File: config.mk
export PLATFORM = sky130hd
export DESIGN_NAME = gbts_ctrl
export DESIGN_NICKNAME = d
export VERILOG_FILES = /design/src/rtl/gbts_pkg.sv /design/src/rtl/gbts_ctrl.sv
export SDC_FILE = /design/constraint.sdc
export NUM_CORES = 1
export LEC_CHECK = 0
export BUFFER_PORTS_ARGS = -buffer_cell sky130_fd_sc_hd__buf_2
export CORE_AREA = 2 2 39 41
export CTS_CLUSTER_SIZE = 28
export DETAILED_ROUTE_END_ITERATION = 16
export DIE_AREA = 0 0 41 43
export PLACE_DENSITY_LB_ADDON = 0.25
export SYNTH_ARGS = -nofsm -noshare
export SYNTH_HDL_FRONTEND = slang
export SYNTH_SLANG_ARGS = --single-unit
File: constraint.sdc
create_clock -name clk -period 1.5 [get_ports clk]
set_input_delay 0.075 -clock clk [delete_from_list [all_inputs] [get_ports clk]]
set_output_delay 0.075 -clock clk [all_outputs]
set_load 0.01 [all_outputs]
File: src/rtl/gbts_pkg.sv
// ----------------------------------------------------------------------------
// Gap buffer text store package
// Shared widths, operation codes and the command and status bundles that
// join the controller to the datapath.
// ----------------------------------------------------------------------------
package gbts_pkg;

  localparam int unsigned CAPACITY_DEF = 1024;
  localparam int unsigned MAX_RUN_DEF  = 64;

  localparam int unsigned OP_W   = 3;
  localparam int unsigned BYTE_W = 8;
  localparam int unsigned POS_W  = 11;
  localparam int unsigned RLEN_W = 7;

  localparam int unsigned IN_TDATA_W  = 40;
  localparam int unsigned OUT_TDATA_W = 32;

  localparam logic [OP_W-1:0] OP_INSERT     = 3'd0;
  localparam logic [OP_W-1:0] OP_DEL_LEFT   = 3'd1;
  localparam logic [OP_W-1:0] OP_MOVE_LEFT  = 3'd2;
  localparam logic [OP_W-1:0] OP_MOVE_RIGHT = 3'd3;
  localparam logic [OP_W-1:0] OP_READ_RUN   = 3'd4;
  localparam logic [OP_W-1:0] OP_CLEAR      = 3'd5;

  typedef struct packed {
    logic latch;
    logic set_full;
    logic do_insert;
    logic do_delete;
    logic do_clear;
    logic mv_read;
    logic mv_write;
    logic calc_run;
    logic issue;
    logic load_char;
    logic load_last;
    logic load_status;
  } cmd_t;

  typedef struct packed {
    logic [OP_W-1:0] op;
    logic            gap_full;
    logic            at_start;
    logic            at_end;
    logic            run_empty;
    logic            run_more;
    logic            run_next_last;
    logic            out_free;
  } stat_t;

endpackage

File: src/rtl/gbts_ctrl.sv
// ----------------------------------------------------------------------------
// Gap buffer text store controller
// Sequences one item at a time: decode, optional move write, run reads and
// the status result of an edit or an empty run.
// ----------------------------------------------------------------------------
module gbts_ctrl (
  input  logic            clk,
  input  logic            rst_n,
  input  logic            in_tvalid,
  output logic            in_tready,
  input  gbts_pkg::stat_t stat,
  output gbts_pkg::cmd_t  cmd
);

  typedef enum logic [2:0] {
    S_IDLE,
    S_DECODE,
    S_MOVE,
    S_CHECK,
    S_RUN,
    S_STATUS
  } state_t;

  state_t state_r, state_nxt;
  logic   pend_r, pend_nxt;
  logic   pend_last_r, pend_last_nxt;
  logic   load;
  logic   issue;

  assign in_tready = (state_r == S_IDLE);

  always_comb begin
    cmd           = '0;
    state_nxt     = state_r;
    pend_nxt      = pend_r;
    pend_last_nxt = pend_last_r;
    load          = pend_r && stat.out_free;
    issue         = 1'b0;
    unique case (state_r)
      S_IDLE: begin
        if (in_tvalid) begin
          cmd.latch = 1'b1;
          state_nxt = S_DECODE;
        end
      end
      S_DECODE: begin
        state_nxt = S_STATUS;
        unique case (stat.op)
          gbts_pkg::OP_INSERT: begin
            if (stat.gap_full) cmd.set_full  = 1'b1;
            else               cmd.do_insert = 1'b1;
          end
          gbts_pkg::OP_DEL_LEFT: begin
            cmd.do_delete = !stat.at_start;
          end
          gbts_pkg::OP_MOVE_LEFT: begin
            if (!stat.at_start) begin
              cmd.mv_read = 1'b1;
              state_nxt   = S_MOVE;
            end
          end
          gbts_pkg::OP_MOVE_RIGHT: begin
            if (!stat.at_end) begin
              cmd.mv_read = 1'b1;
              state_nxt   = S_MOVE;
            end
          end
          gbts_pkg::OP_READ_RUN: begin
            cmd.calc_run = 1'b1;
            state_nxt    = S_CHECK;
          end
          gbts_pkg::OP_CLEAR: begin
            cmd.do_clear = 1'b1;
          end
          default: begin
            state_nxt = S_STATUS;
          end
        endcase
      end
      S_MOVE: begin
        cmd.mv_write = 1'b1;
        state_nxt    = S_STATUS;
      end
      S_CHECK: begin
        pend_nxt  = 1'b0;
        state_nxt = stat.run_empty ? S_STATUS : S_RUN;
      end
      S_RUN: begin
        // One read may be in flight in the registered store output; a new
        // read goes out only when that character leaves in the same cycle.
        issue         = stat.run_more && (!pend_r || load);
        cmd.issue     = issue;
        cmd.load_char = load;
        cmd.load_last = pend_last_r;
        if (issue) begin
          pend_nxt      = 1'b1;
          pend_last_nxt = stat.run_next_last;
        end else if (load) begin
          pend_nxt = 1'b0;
        end
        if (load && pend_last_r) state_nxt = S_IDLE;
      end
      S_STATUS: begin
        if (stat.out_free) begin
          cmd.load_status = 1'b1;
          state_nxt       = S_IDLE;
        end
      end
      default: begin
        state_nxt = S_IDLE;
      end
    endcase
  end

  always_ff @(posedge clk) begin
    if (!rst_n) begin
      state_r     <= S_IDLE;
      pend_r      <= 1'b0;
      pend_last_r <= 1'b0;
    end else begin
      state_r     <= state_nxt;
      pend_r      <= pend_nxt;
      pend_last_r <= pend_last_nxt;
    end
  end

endmodule

; Word level (Yosys, flattened, before mapping)
; Cells that the tools add are included.
[totals]
elab_cells = 57
reg_bits = 5
input_bits = 13
output_inout_bits = 13
[classes]
n_eq_ne = 14
n_reduce_logical = 12
muxes = 28
[ops]
columns = op, count
row1 = 3-bit two-way mux, 6
row2 = 3-bit one-hot mux with 6 select lines, 1
row3 = 1-bit two-way mux, 16
row4 = 3-bit by 2-bit == test with 1-bit output (second input constant), 4
row5 = 3-bit == test (second input constant), 4
row6 = 3-bit one-hot mux with 3 select lines, 1
row7 = 3-bit by 1-bit == test with 1-bit output (second input constant), 2
row8 = 3-bit zero test, 2
row9 = 2-bit inequality test (second input constant), 3
row10 = 5-bit two-way mux, 1
row11 = 1-bit one-hot mux with 2 select lines, 2
row12 = 2-bit AND reduction, 2
row13 = 1-bit logical AND, 3
row14 = 3-bit inequality test (second input constant), 1
row15 = 3-bit AND reduction, 1
row16 = 1-bit zero test, 2
row17 = 2-bit two-way mux, 1
row18 = 2-bit nonzero test, 1
row19 = 1-bit logical OR, 1

; Depth between registers and ports, before layout
[logic_depth]
ltp_word = 5
ltp_mapped = 6
mapped_depth_nobuf = 4

; Worst setup path before layout
; No wires, ideal clock.
[synth_timing]
path_kind = register -> output
start = reg state_r[1]
end = out cmd[10] (netlist name)
path_stages_with_launch = 5
t_arrival_ns = 1.340
slack_ns = 0.085
n_path_buf = 2
cell_sequence = dfxtp_1 > buf_6 > or3b_1 > buf_6 > nor4bb_1
[synth_lines]
columns = element, line_no
row1 = start: declaration, gbts_ctrl.sv:24  ; state_t state_r, state_nxt;
row2 = start signal: assignment, gbts_ctrl.sv:121  ; state_r <= state_nxt;
row3 = end: declaration, gbts_ctrl.sv:12  ; output gbts_pkg::cmd_t cmd

==> results.sh <==
export IMPL_status="finished, final reports clean"
export IMPL_finClkSkew_ps=2.555
export IMPL_layout_common_cells="25 x buf_2, 7 x nor2_1, 4 x o21ai_0, 4 x dfxtp_1, 4 x buf_4"
export IMPL_antenna_found_initial=0
export IMPL_timing_rr_start="state_r[1]"
export IMPL_clkTransAtPathRegs_ps=40
export IMPL_total_power_mw=0.4901
export IMPL_r2r_slack_ps=170
export IMPL_cts_root_buf="clkbuf_4"
export IMPL_rsz0062_at_grt="yes"
export IMPL_required_ps=1420
export IMPL_fin_crit_sh=0.9879
export IMPL_max_cap_violations=0
export IMPL_row_count=14
export IMPL_hold_end="pend_last_r"
export IMPL_hold_depth=3
export IMPL_track_usage=0.1236
export IMPL_yosys_top_cells_area="dfxtp_1 23%, nor2_1 6.9%, buf_6 5.2%"
export IMPL_hold_buffers=0
export IMPL_synth_area_per_cell_um2=7.661
export IMPL_relSlewSlack=0.8112
export IMPL_reg2reg_depth=4
export IMPL_cts_made_buffers=3
export IMPL_firstDrtPassIters=4
export IMPL_routed_wl_um=1040
export IMPL_drc=0
export IMPL_worst_slew_pin_slew_ps=279.5
export IMPL_ys_ff_latch=5
export IMPL_wire_per_inst_um=10.30
export IMPL_die_h_um=43
export IMPL_die_area_mm2=0.001763
export IMPL_die_w_um=41
export IMPL_crit_type="flop to primary output"
export IMPL_powerDensity_mw_per_mm2=778.7
export IMPL_clock_power_share=0.298
export IMPL_fmax_ghz=0.6748
export IMPL_io_pins=26
export IMPL_timing_rr_end="state_r[2]"
export IMPL_clock_sinks=5
export IMPL_nNetsFinal=99
export IMPL_grt_ovfl_total=0
export IMPL_cts_max_level=1
export IMPL_hpwl_um=790
export IMPL_cts_tree="yes"
export IMPL_gp_congestion=0.6270
export IMPL_n_antenna_cell=0
export IMPL_drv_slew=0
export IMPL_antenna_left=0
export IMPL_start_util=0.3156
export IMPL_internal_power_mw=0.3363
export IMPL_io_buffers=25
export IMPL_p_comb_frac=0.389
export IMPL_cp_data_arrival_time_ps=1410
export IMPL_coreArea_mm2=0.001384
export IMPL_holdWs_ps=85.93
export IMPL_yosysSeqAreaShare=0.2292
export IMPL_min_from="stat[1]"
export IMPL_first_iter_violations=2
export IMPL_drive_above_1_share=0.4706
export IMPL_final_common_cell="buf_2"
export IMPL_switching_share=0.3138
export IMPL_vias=489
export IMPL_crit_path_max_fanout=6
export IMPL_p_switching_mw=0.1538
export IMPL_power_frac_seq=0.313
export IMPL_p_leak_nw=0.3076
export IMPL_hold_path_class="input pin to flop"
export IMPL_synth_warnings=0
export IMPL_setup_violations=0
export IMPL_ir_drop_mv=0.4441
export IMPL_synth_cell_area_um2=436.7
export IMPL_ys_types=28
export IMPL_crit_path_end_kind="primary output"
export IMPL_via_per_inst=4.842
export IMPL_syn_inst=57
export IMPL_synth_top_cell_area_share=0.2292
export IMPL_hold_viol_final=0
export IMPL_grt_pass1_vias=379
export IMPL_insertion_delay_ps=230
export IMPL_synth_top_area_cell="dfxtp_1"
export IMPL_clockBufferDepth=2
export IMPL_min_period_ps=1482
export IMPL_worstSetupStartpointType="flop"
export IMPL_grt_pass1_wl_um=1531
export IMPL_synth_nets=70
export IMPL_synthToLayoutAreaGrowth_pct=44.13
export IMPL_grt_max_degree=12
==> how the worst max path moves through the flow <==
stage | depth (start not counted) | end | startpoint | slack [ps]
2_1_floorplan | 4 | cmd[10] | state_r[1] | 90
3_3_place_gp | 5 | cmd[8] | state_r[2] | 210
3_5_place_dp | 5 | cmd[8] | state_r[2] | 180
4_1_cts | 5 | cmd[8] | state_r[2] | 9
5_1_grt | 3 | cmd[10] | state_r[1] | -50
6_report | 3 | cmd[10] | state_r[1] | 20
==> cell families (layout without fill, tap and decap cells) <==
kind of cell | after synthesis | in the layout | synth area share
and+or+nand+nor | 30 | 30 | 0.4327
muxes | 2 | 2 | 0.04585
AOI/OAI and AO/OA | 12 | 12 | 0.1805
buffers and inverters | 8 | 36 | 0.1118
DFF | 5 | 5 | 0.2292
==> worst max-delay path, cell delays in order (launching register included) <==
cell and delay [ps]:
dfxtp_1 300, or3b_4 450, nor4bb_4 260, buf_2 160
==> registers in the layout, summed over array words and instances, names as in the netlist <==
register / cells
state_r: 3
pend_r: 1
pend_last_r: 1
==> synthesized netlist by cell type <==
master    count
nand4_1       1
clkbuf_1      2
nor3b_1       2
nor3_1        3
o41ai_1       1
nand2_1       4
a31oi_1       1
inv_1         3
a211oi_1      2
and3_1        3
o21bai_1      1
and2_1        1
nand3b_4      1
nor4b_2       1
mux2i_1       2
nor3_2        1
or3b_1        1
nor2b_1       1
nand3b_1      1
buf_4         1
a21oi_1       2
nor4bb_1      1
nor2_1        8
o21ai_0       4
dfxtp_1       5
nand3_1       1
buf_6         2
o2111a_1      1
==> metrics by stage <==
stage | TNS [ps] | cell area (um^2) | worst slack [ps] | instances | utilization
floorplan | 0 | 436.7 | 85.44 | 57 | -
global placement | 0 | 566.8 | 208.5 | 96 | 0.4096
detailed placement | 0 | 566.8 | 182.3 | 96 | 0.4096
CTS | 0 | 595.6 | 8.824 | 100 | 0.4304
global route | -131.0 | 629.4 | -53.02 | 101 | 0.4548
finish | 0 | 629.4 | 18.08 | 101 | 0.4548
==> routing by layer <==
metal  up-vias  part of all wire  track usage
li1        262                 -            -
met1       214              0.47       0.1742
met2        13              0.48       0.1875
met3         0             0.054      0.01571
met4         0                 0      0.04000
met5         -                 0            0
==> what timing repair did <==
item,in CTS,in global routing
setup endpoints to repair,4,4
setup buffers,0,1
gates resized for setup,1,6
pin swaps,0,1
==> power groups by stage <==
stage / clock network, mW / registers (mW) / logic, mW
floorplan: 0 / 0.153 / 0.119
global placement: 0 / 0.154 / 0.168
detailed placement: 0 / 0.154 / 0.170
CTS: 0.153 / 0.153 / 0.175
global route: 0.156 / 0.155 / 0.210
finish: 0.146 / 0.154 / 0.190
==> area by class of cell <==
cell class,instances,area (um^2)
Fill cell,149,754.5
Clock buffer,4,26.28
Multi-Input combinational cell,44,315.3
Tap cell,16,20.02
Sequential cell,5,101.3
Inverter,3,11.26
Timing Repair Buffer,29,155.1
(Power assumes the default switching activity.)
